$ cat src/sv/bbe_pkg.sv
// Shared constants, command/status types and the binomial helper for the Bernstein evaluator.
package bbe_pkg;

  localparam int MAX_DEGREE_DEF = 15;
  localparam int DEG_LIMIT      = 31;
  localparam int FRAC_BITS      = 16;
  localparam int VAL_W          = 17;
  localparam int IDX_W          = 4;
  localparam logic [VAL_W-1:0] ONE_Q = VAL_W'(1) << FRAC_BITS;

  typedef struct packed {
    logic load;
    logic qstep;
    logic term;
    logic scale;
    logic stepu;
  } bbe_cmd_t;

  typedef struct packed {
    logic q_done;
    logic k_last;
    logic out_free;
  } bbe_status_t;

  // Pascal triangle entry C(n,k), evaluated at elaboration.
  function automatic longint unsigned binom(int n, int k);
    longint unsigned row [DEG_LIMIT+1];
    int r;
    int c;
    for (c = 0; c <= DEG_LIMIT; c++) row[c] = 0;
    row[0] = 1;
    for (r = 1; r <= n; r++) begin
      row[r] = 1;
      for (c = r - 1; c >= 1; c--) row[c] = row[c] + row[c-1];
    end
    return row[k];
  endfunction

endpackage

$ cat src/sv/bbe_in_if.sv
// Input channel: degree and curve parameter.
interface bbe_in_if import bbe_pkg::*; ();
  logic             valid;
  logic             ready;
  logic [IDX_W-1:0] degree;
  logic [VAL_W-1:0] param_u;

  modport source (output valid, degree, param_u, input ready);
  modport sink   (input valid, degree, param_u, output ready);
endinterface

$ cat src/sv/bbe_out_if.sv
// Result channel: one basis value per transaction.
interface bbe_out_if import bbe_pkg::*; ();
  logic             valid;
  logic             ready;
  logic [IDX_W-1:0] basis_index;
  logic [VAL_W-1:0] basis_value;
  logic             last_term;

  modport source (output valid, basis_index, basis_value, last_term, input ready);
  modport sink   (input valid, basis_index, basis_value, last_term, output ready);
endinterface

$ cat src/sv/bernstein_basis_eval.sv
// Top level of the Bernstein basis evaluator: sequencer plus datapath.
//
//   channel     dir  handshake      payload
//   item_in     in   valid/ready    degree[3:0], param_u[16:0]
//   result_out  out  valid/ready    basis_index[3:0], basis_value[16:0], last_term
//
// An item of degree n is handled in this order: the accepting idle state, the build
// of the powers of (1-u), then per term a term product, a coefficient scale and a
// u power step, which the last term skips, all on one shared multiplier.
// rst is synchronous and active high; it clears the sequencer and the output valid.
// A stalled result_out holds the sequencer in its scale step; item_in is taken
// only when the previous item has issued its last result.
module bernstein_basis_eval import bbe_pkg::*; #(
  parameter int MAX_DEGREE = MAX_DEGREE_DEF
) (
  input  logic      clk,
  input  logic      rst,
  bbe_in_if.sink    item_in,
  bbe_out_if.source result_out
);

  bbe_cmd_t    cmd;
  bbe_status_t status;

  bbe_ctrl u_ctrl (
    .clk      (clk),
    .rst      (rst),
    .in_valid (item_in.valid),
    .in_ready (item_in.ready),
    .status   (status),
    .cmd      (cmd)
  );

  bbe_datapath #(
    .MAX_DEGREE (MAX_DEGREE)
  ) u_datapath (
    .clk         (clk),
    .rst         (rst),
    .cmd         (cmd),
    .status      (status),
    .degree      (item_in.degree),
    .param_u     (item_in.param_u),
    .out_valid   (result_out.valid),
    .out_ready   (result_out.ready),
    .basis_index (result_out.basis_index),
    .basis_value (result_out.basis_value),
    .last_term   (result_out.last_term)
  );

endmodule

$ cat src/sv/bbe_ctrl.sv
// Sequencer that steps the shared multiplier through power, term and scale operations.
module bbe_ctrl import bbe_pkg::*; (
  input  logic        clk,
  input  logic        rst,
  input  logic        in_valid,
  output logic        in_ready,
  input  bbe_status_t status,
  output bbe_cmd_t    cmd
);

  typedef enum logic [4:0] {
    S_IDLE  = 5'b00001,
    S_QPOW  = 5'b00010,
    S_TERM  = 5'b00100,
    S_SCALE = 5'b01000,
    S_STEPU = 5'b10000
  } state_t;

  state_t state;
  state_t state_next;

  always_ff @(posedge clk) begin
    if (rst) begin
      state <= S_IDLE;
    end else begin
      state <= state_next;
    end
  end

  always_comb begin
    state_next = state;
    cmd        = '0;
    in_ready   = 1'b0;
    unique case (state)
      S_IDLE: begin
        in_ready = 1'b1;
        if (in_valid) begin
          cmd.load   = 1'b1;
          state_next = S_QPOW;
        end
      end
      S_QPOW: begin
        // build (1-u)^j for j = 1..n
        if (status.q_done) begin
          state_next = S_TERM;
        end else begin
          cmd.qstep = 1'b1;
        end
      end
      S_TERM: begin
        cmd.term   = 1'b1;
        state_next = S_SCALE;
      end
      S_SCALE: begin
        // hold until the output register is free
        if (status.out_free) begin
          cmd.scale  = 1'b1;
          state_next = status.k_last ? S_IDLE : S_STEPU;
        end
      end
      S_STEPU: begin
        cmd.stepu  = 1'b1;
        state_next = S_TERM;
      end
      default: begin
        state_next = S_IDLE;
      end
    endcase
  end

endmodule

$ cat src/sv/bbe_datapath.sv
// Operand registers, power table, coefficient table, shared multiplier and output register.
module bbe_datapath import bbe_pkg::*; #(
  parameter int MAX_DEGREE = MAX_DEGREE_DEF
) (
  input  logic             clk,
  input  logic             rst,
  input  bbe_cmd_t         cmd,
  output bbe_status_t      status,
  input  logic [IDX_W-1:0] degree,
  input  logic [VAL_W-1:0] param_u,
  output logic             out_valid,
  input  logic             out_ready,
  output logic [IDX_W-1:0] basis_index,
  output logic [VAL_W-1:0] basis_value,
  output logic             last_term
);

  localparam int DEG_W  = $clog2(MAX_DEGREE + 1);
  localparam int COEF_W = MAX_DEGREE + 1;
  localparam int MA_W   = (COEF_W > VAL_W) ? COEF_W : VAL_W;
  localparam int PROD_W = MA_W + VAL_W;

  logic [COEF_W-1:0] coef_rom [MAX_DEGREE+1][MAX_DEGREE+1];

  for (genvar gi = 0; gi <= MAX_DEGREE; gi++) begin : g_row
    for (genvar gk = 0; gk <= MAX_DEGREE; gk++) begin : g_col
      assign coef_rom[gi][gk] = COEF_W'(binom(gi, gk));
    end
  end

  logic [DEG_W-1:0] n_r;
  logic [DEG_W-1:0] k_r;
  logic [DEG_W-1:0] j_r;
  logic [VAL_W-1:0] u_r;
  logic [VAL_W-1:0] w_r;
  logic [VAL_W-1:0] p_r;
  logic [VAL_W-1:0] q_cur;
  logic [VAL_W-1:0] t_r;
  logic [VAL_W-1:0] q_mem [MAX_DEGREE+1];

  logic [DEG_W-1:0]  n_in;
  logic [VAL_W-1:0]  u_in;
  logic [DEG_W-1:0]  j_inc;
  logic [DEG_W-1:0]  q_idx;
  logic [MA_W-1:0]   mul_a;
  logic [VAL_W-1:0]  mul_b;
  logic [PROD_W-1:0] prod;
  logic [VAL_W-1:0]  prod_q;

  always_comb begin
    if (32'(degree) > MAX_DEGREE) begin
      n_in = DEG_W'(MAX_DEGREE);
    end else begin
      n_in = DEG_W'(degree);
    end
    u_in  = (param_u > ONE_Q) ? ONE_Q : param_u;
    j_inc = j_r + DEG_W'(1);
    q_idx = n_r - k_r;
  end

  // one shared multiplier, operands picked by the current command
  always_comb begin
    mul_a = MA_W'(p_r);
    mul_b = u_r;
    if (cmd.qstep) begin
      mul_a = MA_W'(q_cur);
      mul_b = w_r;
    end else if (cmd.term) begin
      mul_a = MA_W'(p_r);
      mul_b = q_mem[q_idx];
    end else if (cmd.scale) begin
      mul_a = MA_W'(coef_rom[n_r][k_r]);
      mul_b = t_r;
    end
    prod   = PROD_W'(mul_a) * PROD_W'(mul_b);
    prod_q = VAL_W'(prod >> FRAC_BITS);
  end

  always_ff @(posedge clk) begin
    if (cmd.load) begin
      n_r      <= n_in;
      u_r      <= u_in;
      w_r      <= ONE_Q - u_in;
      p_r      <= ONE_Q;
      q_cur    <= ONE_Q;
      q_mem[0] <= ONE_Q;
      k_r      <= '0;
      j_r      <= '0;
    end
    if (cmd.qstep) begin
      q_cur        <= prod_q;
      q_mem[j_inc] <= prod_q;
      j_r          <= j_inc;
    end
    if (cmd.term) begin
      t_r <= prod_q;
    end
    if (cmd.stepu) begin
      p_r <= prod_q;
      k_r <= k_r + DEG_W'(1);
    end
    if (cmd.scale) begin
      basis_index <= IDX_W'(k_r);
      basis_value <= VAL_W'(prod);
      last_term   <= (k_r == n_r);
    end
  end

  always_ff @(posedge clk) begin
    if (rst) begin
      out_valid <= 1'b0;
    end else if (cmd.scale) begin
      out_valid <= 1'b1;
    end else if (out_ready) begin
      out_valid <= 1'b0;
    end
  end

  assign status.q_done   = (j_r == n_r);
  assign status.k_last   = (k_r == n_r);
  assign status.out_free = !out_valid || out_ready;

endmodule

$ cat src/flat_wrapper.sv
// flat-port wrapper written by rule: the top's interface ports become plain ports
module bernstein_basis_eval_flat import bbe_pkg::*;
#(
  parameter int MAX_DEGREE = MAX_DEGREE_DEF
)
  (clk, rst, item_in_valid, item_in_degree, item_in_param_u, item_in_ready, result_out_valid, result_out_basis_index, result_out_basis_value, result_out_last_term, result_out_ready);
  bbe_in_if item_in_i ();
  bbe_out_if result_out_i ();
  input  logic clk;
  input  logic rst;
  input wire logic [$bits(item_in_i.valid)-1:0] item_in_valid;
  input wire logic [$bits(item_in_i.degree)-1:0] item_in_degree;
  input wire logic [$bits(item_in_i.param_u)-1:0] item_in_param_u;
  output wire logic [$bits(item_in_i.ready)-1:0] item_in_ready;
  output wire logic [$bits(result_out_i.valid)-1:0] result_out_valid;
  output wire logic [$bits(result_out_i.basis_index)-1:0] result_out_basis_index;
  output wire logic [$bits(result_out_i.basis_value)-1:0] result_out_basis_value;
  output wire logic [$bits(result_out_i.last_term)-1:0] result_out_last_term;
  input wire logic [$bits(result_out_i.ready)-1:0] result_out_ready;
  assign item_in_i.valid = item_in_valid;
  assign item_in_i.degree = item_in_degree;
  assign item_in_i.param_u = item_in_param_u;
  assign item_in_ready = item_in_i.ready;
  assign result_out_valid = result_out_i.valid;
  assign result_out_basis_index = result_out_i.basis_index;
  assign result_out_basis_value = result_out_i.basis_value;
  assign result_out_last_term = result_out_i.last_term;
  assign result_out_i.ready = result_out_ready;
  bernstein_basis_eval #(.MAX_DEGREE(MAX_DEGREE)) u_core (.clk(clk), .rst(rst), .item_in(item_in_i), .result_out(result_out_i));
endmodule
$ cat config.mk
export PLATFORM = sky130hd
export DESIGN_NAME = bernstein_basis_eval_flat
export DESIGN_NICKNAME = d
export VERILOG_FILES = /design/src/sv/bbe_pkg.sv /design/src/sv/bbe_in_if.sv /design/src/sv/bbe_out_if.sv /design/src/sv/bernstein_basis_eval.sv /design/src/sv/bbe_ctrl.sv /design/src/sv/bbe_datapath.sv /design/src/flat_wrapper.sv
export SDC_FILE = /design/constraint.sdc
export NUM_CORES = 1
export LEC_CHECK = 0
export ABC_CLOCK_PERIOD_IN_PS = 12250
export BUFFER_PORTS_ARGS = -buffer_cell sky130_fd_sc_hd__buf_2
export CORE_UTILIZATION = 40
export CTS_BUF_LIST = sky130_fd_sc_hd__clkbuf_2
export CTS_CLUSTER_SIZE = 25
export DETAILED_ROUTE_END_ITERATION = 12
export SYNTH_ARGS = -nofsm -noshare
export SYNTH_HDL_FRONTEND = slang
export SYNTH_HIERARCHICAL = 1
export SYNTH_SLANG_ARGS = --single-unit
$ cat constraint.sdc
create_clock -name clk -period 12.25 [get_ports clk]
set_clock_uncertainty 0.1 [all_clocks]
set_input_delay 1.225 -clock clk [delete_from_list [all_inputs] [get_ports clk]]
set_output_delay 1.225 -clock clk [all_outputs]
set_load 0.005 [all_outputs]
======== Word-level counts from Yosys, hierarchy flattened ========
Memory sizes are Yosys's and may differ from the RTL's.
Cells that the tools add are included.
operators by class
  div/mod/pow operators ................... 0
  add/sub/neg operators ................... 4
  shift operators ......................... 0
  order comparisons ....................... 3
  $mul .................................... 1
  eq/ne operators ......................... 10
  mux-type cells .......................... 41
  bitwise logic cells ..................... 2
  reductions and logical operators ........ 7
operator list
  cell                                                    number
  two-way mux 256 bit                                     2
  two-way mux 17 bit                                      11
  binary-select mux 16 bit (select 4 bit)                 1
  multiplier 17 x 17 -> 33 bit                            1
  two-way mux 16 bit                                      2
  case mux 5 bit (5 select lines)                         1
  two-way mux 5 bit                                       4
  greater-than comparator 17 bit (second input constant)  1
  OR reduction 17 bit                                     1
  subtractor 17 bit (first input constant)                1
  two-way mux 1 bit                                       16
  two-way mux 4 bit                                       4
  >= comparator 5 bit (second input constant)             2
  inverter 4 -> 5 bit                                     2
  adder 4 x 1 -> 4 bit (second input constant)            2
  equality test 4 bit                                     2
  nonzero test 2 bit                                      3
  equality test 5 x 1 -> 1 bit (second input constant)    1
  equality test 5 x 2 -> 1 bit (second input constant)    1
  equality test 5 x 3 -> 1 bit (second input constant)    1
  equality test 5 x 4 -> 1 bit (second input constant)    1
  equality test 5 bit (second input constant)             1
  != test 2 x 1 -> 1 bit (second input constant)          2
  subtractor 4 bit                                        1
  other kinds (4)                                         4
word-level totals
  ROM bits ................................ 4,096
  bits of input ports ..................... 25
  memories kept ........................... 2
  bits in latches ......................... 0
  register bits ........................... 125
  word-level logic and storage cells ...... 83
  memory bits (writable) .................. 272
  output and inout bits ................... 24
memory list
  name                     depth  bits a word  read ports  clocked after memory_dff  wr ports  line                source
  (name not given)         16     256          1           0                         0         bbe_datapath.sv:72  mul_a = MA_W'(coef_rom[n_r][k_r]);
  u_core.u_datapath.q_mem  16     17           1           0                         1         bbe_datapath.sv:39  logic [VAL_W-1:0] q_mem [MAX_DEGREE+1];

======== Logic depth before layout (Yosys ltp) ========
Gate-level depths: netlist of the first run.
  word-level depth ........................ 12
  mapped depth ............................ 35
  mapped depth without buffers ............ 29

======== Hierarchy ========
The synthesis of the first run kept the hierarchy.
modules (own cells, without submodules)
  module        times used  cells each  seq. area each (um2)  area an instance (um2)
  bbe_datapath  1           2,287       11,731.3              27,552.7
  bbe_ctrl      1           37          100.1                 312.8

======== Worst setup path before layout of the first run ========
OpenSTA, ideal clock, no wires.
  path kind ............................... input to register
  start ................................... input port result_out_ready
  end ..................................... memory u_core.u_datapath.q_mem[0][14] (data pin)
  setup time .............................. 0.135 ns
  slack ................................... 2.409 ns
  data arrival time ....................... 9.606 ns
  stages on the path ...................... 28
  buffers on the path ..................... 2
  required time ........................... 12.015 ns
  cells stage by stage .................... nand2b_1 -> inv_1 -> nor2_1 -> clkbuf_1 -> inv_1 -> nor2_1 -> nor2_1 -> a211oi_1 -> a21o_1 -> clkbuf_1 -> nand2_1 -> fa_1 -> fa_1 -> fa_1 -> fa_1 -> inv_1 -> fa_1 -> inv_1 -> fa_1 -> inv_1 -> ha_1 -> and4_1 -> and3_1 -> o31ai_1 -> a2111oi_0 -> a211oi_1 -> xnor2_1 -> and2_1
RTL lines
  item         line                source
  from (decl)  flat_wrapper.sv:19  input wire logic [$bits(result_out_i.ready)-1:0] result_out_ready;
  to (decl)    bbe_datapath.sv:39

======== Final worst setup path of the first run ========
  start ................................... register u_core.u_datapath.n_r[0]
  end ..................................... memory u_core.u_datapath.q_mem[10][16] (data pin)
on the way
  cells in the longest elaborated chain, start to end .. 12
  elaborated cells on any way between the ends .. 22
  classes of those cells .................. 1 x add/sub; 1 x mul; 1 x eq/ne; 15 x mux; 1 x bitwise; 1 x reduce/logical; 2 x memory
RTL lines
  item                                                    line                source
  from (decl)                                             bbe_datapath.sv:31  logic [DEG_W-1:0] n_r;
  from (signal assigned)                                  bbe_datapath.sv:81  n_r <= n_in;
  inverter 4 -> 5 bit (not written as such)               bbe_datapath.sv:72
  memory (16 x 256 bit)                                   -
  two-way mux 256 bit (not written as such) (2 in a row)  bbe_datapath.sv:72
  binary-select mux 16 bit (select 4 bit)                 bbe_datapath.sv:72
  two-way mux 16 bit (not written as such) (2 in a row)   bbe_datapath.sv:72
  two-way mux 17 bit                                      bbe_datapath.sv:71  end else if (cmd.scale) begin
  two-way mux 17 bit                                      bbe_datapath.sv:68  end else if (cmd.term) begin
  two-way mux 17 bit                                      bbe_datapath.sv:65  if (cmd.qstep) begin
  multiplier 17 x 17 -> 33 bit *                          bbe_datapath.sv:75  prod = PROD_W'(mul_a) * PROD_W'(mul_b);
  net u_core.u_datapath.prod[32]                          bbe_datapath.sv:47  logic [PROD_W-1:0] prod;
  two-way mux 17 bit (no source line) *                   -
Mark *: on every way through the listed nets, which the timed path passes. The rest lies on a longest branch. The select of a mux whose other input is x is not followed.

==> flow_summary.ini, run 1 <==
[cts]
cts.clk_slew.worst_paths_ps = 120
cts_tree = done
clock_path_buffers = 3
cts_hold_buf = 0
numClockSinks = 396
cts.htree.levels = 3
clk-insertion-delay-late_ps = 1150
cts_root_buffer = clkbuf_2
cts_made_buffers = 96
postCtsSetupBuffers = 0
cts_resized = 0

[worst_setup_path]
endpoint_kind = flop
reg2reg_from = u_core/u_datapath/n_r[0]
crit_type = reg -> reg
crit_required_ps = 12800
crit_path_start_kind = flop
critical_path_arrival_ps = 12010
crit_path_top_delay_cell = fa_4
reg2reg_depth = 28
r2r_end = u_core/u_datapath/q_mem[10][16]
r2r_setup_slack_ps = 790
endpoint = u_core/u_datapath/q_mem[10][16]
crit_fanout = 38
startpoint = u_core/u_datapath/n_r[0]
cpPeakStageDelay_ps = 1180

[logic_synthesis]
synth-edff-count = 390
ys_seq_area_frac = 0.425
synth-main-ff-cell = edfxtp_1
ys_async_sr_fraction = 0
synth_nets = 2699
ys.warnings.count = 6
synth_cells = 2324
avgSynthCellArea_um2 = 12.0
ys_seq_elements = 396
synth.distinct_cells = 89
netlist_area_um2 = 27900

[sta]
fin_setup_tns_ps = 0
setup-violations-final = 0
fin_crit_sh = 0.935
post-route-worst-setup-slack_ps = 792
fmax_mhz = 87.3
grt_setup_unrepaired = false
period_minus_slack_ps = 11460
slew_headroom = 0.118
report.final.slew_viol_count = 0
hold_viol = 0
worstMarginPinSlew_ps = 1310

[route]
drt_iter0_markers = 1855
final_antenna_net_count = 0
dr_total_vias = 18800
drc = 0
viasPerCell = 5.51
wl_um = 77000
firstDrtPassIters = 5
post_drt_wl_per_cell_um = 22.6

[placed_design]
placed_area_um2 = 29300
placed_cells = 3237
place_ws_ps = 981
hpwlAfterDp_um = 54900
io_buffers = 48
gp_congestion = 0.920

[floorplanning]
die_x_um = 266
rows = 96
dieArea_um2 = 70700
io_pins = 49
start_util = 0.406
fp.dieH_um = 266
placeableCoreArea_um2 = 68700

[status]
run_status = completed

[cells_and_area]
drive_gt1_frac = 0.161
final_area_um2 = 30100
synthToLayoutAreaGrowth_pct = 8.16
final_cells = 3404
fillers = 6469
nNetsFinal = 2779

[global_routing]
grt_usage = 0.224
grt_pass1_wl_um = 118000
grt_overflow = 0
grt_pass1_vias = 19300
antenna_found_initial = 4
grt_start_max_net_pins = 72

[worst_hold_path]
hold_class = in -> reg

[run]
drv_cap = 0
-- area by class of cell --
cell class	instances	area, µm²	share of cell area
inverters	291	1090	0.0363
clock inverters	31	189	0.00627
multi-input cells	1506	14400	0.479
diodes	2	5.00	0.000166
clock buffers	134	671	0.0223
well taps	931	1160	0.0387
repair buffers	113	753	0.0250
flip-flops and latches	396	11800	0.393
-- synth_stat cells (all sizes together) (65+ instances only) --
master    n  share of area
nor2    123          0.017
and2    109          0.024
ha      126          0.057
mux4     87          0.071
fa      224           0.16
edfxtp  390           0.42
nand2   222          0.030
inv     290          0.039
clkbuf   66         0.0089
o21ai    85          0.015
a21oi    79          0.015
buf      65          0.013
-- cells in the final DEF, fill, tap and decap left out, types with 29 or more instances in the layout --
master / Yosys / routed
and2_1: 109 / 109
edfxtp_1: 390 / 390
inv_1: 290 / 289
buf_4: 4 / 63
o21ai_0: 62 / 62
nand2_1: 222 / 222
nor2b_1: 29 / 29
nor2_1: 122 / 107
fa_1: 224 / 223
a21oi_1: 71 / 71
clkbuf_2: 0 / 134
buf_2: 42 / 48
ha_1: 126 / 125
mux4_2: 80 / 80
-- layer usage --
metal	track usage	vias up	routed length, µm
li1	-	8346	-
met1	0.309	9539	32700
met2	0.360	733	36900
met3	0.0365	137	5300
met4	0.0739	6	2020
met5	0	-	38
-- per-stage QoR --
step | hold slack (ps) | util
after floorplan | 321 | -
after global placement | 467 | 0.426
after detailed placement | 494 | 0.426
after CTS | 125 | 0.439
after global routing | 134 | 0.439
final | 253 | 0.439
-- logic make-up after synthesis --
group | share of synthesized area
flip-flops | 0.425
XOR/XNOR | 0.0151
AND/OR/NAND/NOR | 0.110
adder cells (fa/ha/maj) | 0.218
AO/OA/AOI/OAI | 0.0893
buffers and inverters | 0.0606
multiplexers | 0.0826
-- worst min path at each step --
stage	slack [ps]	from	to	depth (start not counted)
final	250	rst	u_core/u_datapath/out_valid	2
after global placement	470	u_core/u_ctrl/state[4]	u_core/u_ctrl/state[2]	2
after CTS	130	rst	u_core/u_datapath/out_valid	2
after detailed placement	490	u_core/u_datapath/out_valid	u_core/u_datapath/out_valid	2
after global routing	130	rst	u_core/u_datapath/out_valid	2
after floorplan	320	u_core/u_datapath/k_r[2]	u_core/u_datapath/basis_index[2]	0
-- critical path, delay by kind of cell, from the launching register on --
family,cells,cell delay (ps)
and+or+nand+nor,5,1640
AOI/OAI and AO/OA,5,2210
muxes,2,890
buffers and inverters,7,900
DFF,1,660
adders and majority gates,9,4650
-- flip-flops by register name (all words and copies together) (netlist names), 4 cells and up --
register                       flops
u_core/u_datapath/q_mem          272
u_core/u_datapath/k_r              4
u_core/u_datapath/w_r             16
u_core/u_datapath/t_r             17
u_core/u_datapath/q_cur           17
u_core/u_ctrl/state                5
u_core/u_datapath/u_r             17
u_core/u_datapath/n_r              4
u_core/u_datapath/basis_index      4
u_core/u_datapath/basis_value     17
u_core/u_datapath/p_r             17
u_core/u_datapath/j_r              4
Power of run 1 is not shown: default switching activity piles up to over one toggle a cycle in this logic, so the estimate is an artifact.
==> run 2, diff against run 1 <==
Settings changed: SYNTH_HIERARCHICAL 1 to not set.
==> run 2 against run 1 <==
Global-route usage is 0.22 points lower. Count of clock-buffer cells in the layout shrank 3. Synthesized area shrank 1.8%. First-iteration DRC count is 14% lower. Wire length down 2.4%. Cell area down 2.3%. Critical endpoint is now u_core.u_datapath.q_mem[3][6].
==> flow_summary.ini, run 2 <==
[status]
run_status = completed

[worst_setup_path]
endpoint_kind = flop
crit_fanout = 50
reg2reg_depth = 25
critical_path_arrival_ps = 11590
reg2reg_from = u_core.u_datapath.n_r[0]
r2r_end = u_core.u_datapath.q_mem[3][6]
crit_required_ps = 12850
crit_type = reg -> reg
r2r_setup_slack_ps = 1260
crit_path_start_kind = flop

[cts]
cts_made_buffers = 97
numClockSinks = 396
cts_resized = 0
cts_root_buffer = clkbuf_2
cts_hold_buf = 0
cts.htree.levels = 3
clock_path_buffers = 3
cts_tree = done
postCtsSetupBuffers = 0
cts.clk_slew.worst_paths_ps = 110
clk-insertion-delay-late_ps = 1180

[sta]
slew_headroom = 0.150
period_minus_slack_ps = 10990
grt_setup_unrepaired = false
fmax_mhz = 91.0
hold_viol = 0
worstMarginPinSlew_ps = 1270
fin_setup_tns_ps = 0
report.final.slew_viol_count = 0
setup-violations-final = 0
fin_crit_sh = 0.897
fin_hold_ws_ps = 220

[logic_synthesis]
synth_top_area_cell = edfxtp_1
yosysMostFrequentCell = edfxtp_1
synth.distinct_cells = 89
synthXorXnorAreaFrac = 0.0169
synth_common_cells = edfxtp_1 (390), inv_1 (318), nand2_1 (302)
synth_nets = 2675
netlist_area_um2 = 27400
synthTopCellsByArea = edfxtp_1 (43%), fa_1 (16%), mux4_2 (6.4%)
ys_seq_elements = 396
synth-main-ff-cell = edfxtp_1
ys.warnings.count = 0
synth_cells = 2305
synth_fa_ha_area_frac = 0.219
yosys.area_share.simple = 0.112
synth-edff-count = 390
synth_compound_area_frac = 0.0721
synth_top_family_by_area = adder cells
synth_top_area_frac = 0.428
ys_async_sr_fraction = 0
synth_mux_area_frac = 0.0803
avgSynthCellArea_um2 = 11.9
ys_seq_area_frac = 0.432

[route]
final_antenna_net_count = 0
viasPerCell = 5.51
dr_total_vias = 18400
post_drt_wl_per_cell_um = 22.5
drt_iter0_markers = 1597
firstDrtPassIters = 5
wl_um = 75200
drc = 0

[placed_design]
hpwlAfterDp_um = 52700
gp_congestion = 0.904
io_buffers = 48

[cells_and_area]
drive_gt1_frac = 0.158
regMostFlops = u_core.u_datapath.q_mem
synthToLayoutAreaGrowth_pct = 7.67
nNetsFinal = 2758
mostFrequentLayoutCells = edfxtp_1 (390), inv_1 (318), nand2_1 (302)
largest_reg_flops = 272
final_common_cell = edfxtp_1

[floorplanning]
fp.dieH_um = 264
start_util = 0.406
dieArea_um2 = 69500
io_pins = 49
rows = 95
die_x_um = 264
placeableCoreArea_um2 = 67400

[worst_hold_path]
min_from = item_in_degree[2]
holdPathEnd = u_core.u_datapath.n_r[2]
hold_class = in -> reg
hold_path_depth = 1

[global_routing]
grt_pass1_wl_um = 117000
antenna_found_initial = 3
grt_overflow = 0
grt_start_max_net_pins = 69
grt_usage = 0.222
grt_pass1_vias = 19200

[run]
drv_cap = 0
==> run 2: cell count changes in the layout (fill, tap and decap cells not counted), moves of 17 or more <==
cell,previous run,this run
nand2_1,222,302
and2_1,109,68
a21oi_1,71,101
inv_1,289,318
nor2_1,107,132
o21ai_0,62,44
a2bb2oi_1,17,0
nand2b_1,28,11
==> run 2: area by class of cell <==
class                      count  area [µm²]
tap                          873        1090
sequential                   396       11800
antenna                        6        15.0
clock buffer                 131         656
clock inverter                37         199
timing repair buffer          98         641
multi-input combinational   1473       13800
fill                        6197       37900
inverter                     322        1210
==> run 2: critical path: stages, from the launching register on <==
cell	delay, ps
edfxtp_1	700
inv_1	360
ha_4	1000
mux4_1	680
mux4_2	560
o211ai_2	390
nand2_2	320
and2_1	280
fa_1	530
inv_1	50
fa_1	400
fa_1	540
inv_1	50
fa_1	440
fa_1	520
inv_1	50
fa_1	470
inv_1	40
ha_1	410
o21ai_0	160
a211oi_1	440
o21ai_0	270
o21ai_0	350
a2111oi_0	150
or3_1	450
nor2_1	790
==> run 2: kinds of logic after synthesis <==
logic type,count (synthesis)
AOI/OAI and AO/OA,295
buffers and inverters,436
xor gates and xnor gates,48
adders and majority gates,345
and+or+nand+nor,674
DFF,396
muxes,111
==> run 2: worst max path at each step <==
stage                                  start  slack (ps)                              end  cells after the start
floorplan           u_core.u_datapath.n_r[0]        2700      u_core.u_datapath.q_cur[15]                     32
global placement    u_core.u_datapath.n_r[0]        1600   u_core.u_datapath.q_mem[9][15]                     27
detailed placement  u_core.u_datapath.n_r[0]        1390  u_core.u_datapath.q_mem[11][15]                     25
CTS                 u_core.u_datapath.n_r[0]        1340    u_core.u_datapath.q_mem[9][6]                     25
global route        u_core.u_datapath.n_r[0]         660    u_core.u_datapath.q_mem[3][6]                     25
finish              u_core.u_datapath.n_r[0]        1260    u_core.u_datapath.q_mem[3][6]                     25
==> run 2: metrics by stage <==
stage,cell area [µm²],util,std cells,worst slack [ps]
floorplan,27400,-,2305,2700
global placement,28600,0.424,3162,1600
detailed placement,28600,0.424,3162,1390
CTS,29400,0.437,3330,1340
global route,29400,0.437,3332,656
finish,29500,0.437,3336,1260
==> run 2: layer usage <==
layer	wire (µm)	track usage	vias to the layer above
met5	0	0	-
met1	32900	0.312	9432
met4	1510	0.0552	0
li1	-	-	8152
met2	35500	0.356	685
met3	5340	0.0373	111
Power of run 2 is left out for the same reason.
==> run 3, diff against run 2 <==
Settings changed: GPL_TIMING_DRIVEN set to 0, REMOVE_ABC_BUFFERS set to 1.
==> run 3 against run 2 <==
Maximum frequency decreased by 7.0%. Wire length decreased by 4.7%. Count of clock-buffer cells in the layout decreased by 4.
==> flow_summary.ini, run 3 (synthesis results as in run 2) <==
[worst_setup_path]
r2r_setup_slack_ps = 430
critical_path_arrival_ps = 12360
crit_path_start_kind = flop
crit_path_top_delay_cell = fa_4
crit_fanout = 56
cpPeakStageDelay_ps = 940
crit_type = reg -> reg
endpoint_kind = flop
reg2reg_depth = 28
crit_required_ps = 12790
r2r_end = u_core.u_datapath.q_mem[3][12]
reg2reg_from = u_core.u_datapath.n_r[0]

[cts]
cts_made_buffers = 96
clock_path_buffers = 3
clk-insertion-delay-late_ps = 1130
numClockSinks = 396
cts_root_buffer = clkbuf_2
cts.clk_slew.worst_paths_ps = 110
cts.htree.levels = 3
cts_tree = done

[global_routing]
grt_usage = 0.210
antenna_found_initial = 10
grt_overflow = 0
grt_pass1_wl_um = 111000
grt_start_max_net_pins = 57
grt_pass1_vias = 19100

[route]
dr_total_vias = 18300
final_antenna_net_count = 0
viasPerCell = 5.50
firstDrtPassIters = 6
drt_iter0_markers = 1646
post_drt_wl_per_cell_um = 21.6
drc = 0
wl_um = 71700

[floorplanning]
rows = 95
dieArea_um2 = 69500
io_pins = 49
placeableCoreArea_um2 = 67400
fp.dieH_um = 264
die_x_um = 264
start_util = 0.406

[cells_and_area]
synthToLayoutAreaGrowth_pct = 8.70
drive_gt1_frac = 0.163
final_cells = 3319
nNetsFinal = 2754
final_common_cell = edfxtp_1
regMostFlops = u_core.u_datapath.q_mem
fillers = 6180
mostFrequentLayoutCells = edfxtp_1 (390), inv_1 (317), nand2_1 (302)
largest_reg_flops = 272

[run]
drv_cap = 0

[sta]
fmax_mhz = 84.6
period_minus_slack_ps = 11820
setup-violations-final = 0
fin_crit_sh = 0.965
fin_hold_ws_ps = 217
slew_headroom = 0.130
report.final.slew_viol_count = 0
grt_setup_unrepaired = false
worstMarginPinSlew_ps = 1310
hold_viol = 0
fin_setup_tns_ps = 0

[placed_design]
placed_cells = 3150
io_buffers = 48
gp_congestion = 0.898
hpwlAfterDp_um = 51700

[status]
run_status = completed

[worst_hold_path]
min_from = item_in_degree[3]
hold_class = in -> reg
hold_path_depth = 1
holdPathEnd = u_core.u_datapath.n_r[3]
run 3: cell types whose count changed in the layout (fill, tap and decap cells not counted), sizes merged:
| cell | previous run | this run |
|---|---|---|
| clkinvlp | 0 | 1 |
| clkbuf | 131 | 127 |
| buf | 98 | 95 |
| diode | 6 | 5 |
| inv | 327 | 324 |
| clkinv | 32 | 25 |
run 3: metal layers:
layer,GRT usage,vias to the layer above,routed length (µm)
met4,0.0725,12,2100
li1,-,8155,-
met3,0.0451,154,5470
met5,0,-,81
met2,0.334,746,33800
met1,0.283,9191,30300
run 3: layout make-up:
| type | count | area, µm² | area share |
|---|---|---|---|
| Multi-Input combinational cell | 1473 | 13800 | 0.465 |
| Antenna cell | 5 | 12.5 | 0.000421 |
| Clock buffer | 127 | 636 | 0.0214 |
| Clock inverter | 28 | 154 | 0.00517 |
| Inverter | 322 | 1210 | 0.0407 |
| Tap cell | 873 | 1090 | 0.0367 |
| Timing Repair Buffer | 95 | 962 | 0.0324 |
| Sequential cell | 396 | 11800 | 0.398 |
run 3: per-stage QoR:
step / cell area (µm²) / setup WS (ps) / util
5_1_grt: 29700 / 3.65 / 0.441
3_3_place_gp: 28100 / -5000 / 0.416
4_1_cts: 29600 / 18.8 / 0.440
2_1_floorplan: 26700 / 316 / -
6_report: 29700 / 429 / 0.441
3_5_place_dp: 28800 / -439 / 0.428
run 3: timing repair:
item / CTS / global route
setup buffers: 1 / 8
hold buffers: 0 / 0
resized for setup: 0 / 2
pin swaps: 0 / 1
setup endpoints to repair: 160 / 185
run 3: worst max-delay path, delay by kind of cell, from the launching register on:
| family | cells | cell delay, ps |
|---|---|---|
| adder cells (fa/ha/maj) | 9 | 4620 |
| AO/OA/AOI/OAI | 5 | 1820 |
| AND/OR/NAND/NOR | 4 | 1750 |
| buffers and inverters | 7 | 1110 |
| multiplexers | 2 | 890 |
| flip-flops | 1 | 730 |
| XOR/XNOR | 1 | 280 |
run 3: worst max-delay path by stage:
stage                                        start                              end  slack [ps]  cells after the start
after global routing      u_core.u_datapath.k_r[1]  u_core.u_datapath.q_mem[11][12]           4                     26
after detailed placement  u_core.u_datapath.k_r[1]  u_core.u_datapath.q_mem[12][14]        -440                     27
after global placement    u_core.u_datapath.n_r[2]  u_core.u_datapath.q_mem[13][15]       -5000                     23
after CTS                 u_core.u_datapath.k_r[1]      u_core.u_datapath.q_cur[14]          20                     27
after floorplan           u_core.u_datapath.n_r[2]      u_core.u_datapath.q_cur[15]         320                     23
final                     u_core.u_datapath.n_r[0]   u_core.u_datapath.q_mem[3][12]         430                     28
Power of run 3 is left out for the same reason.
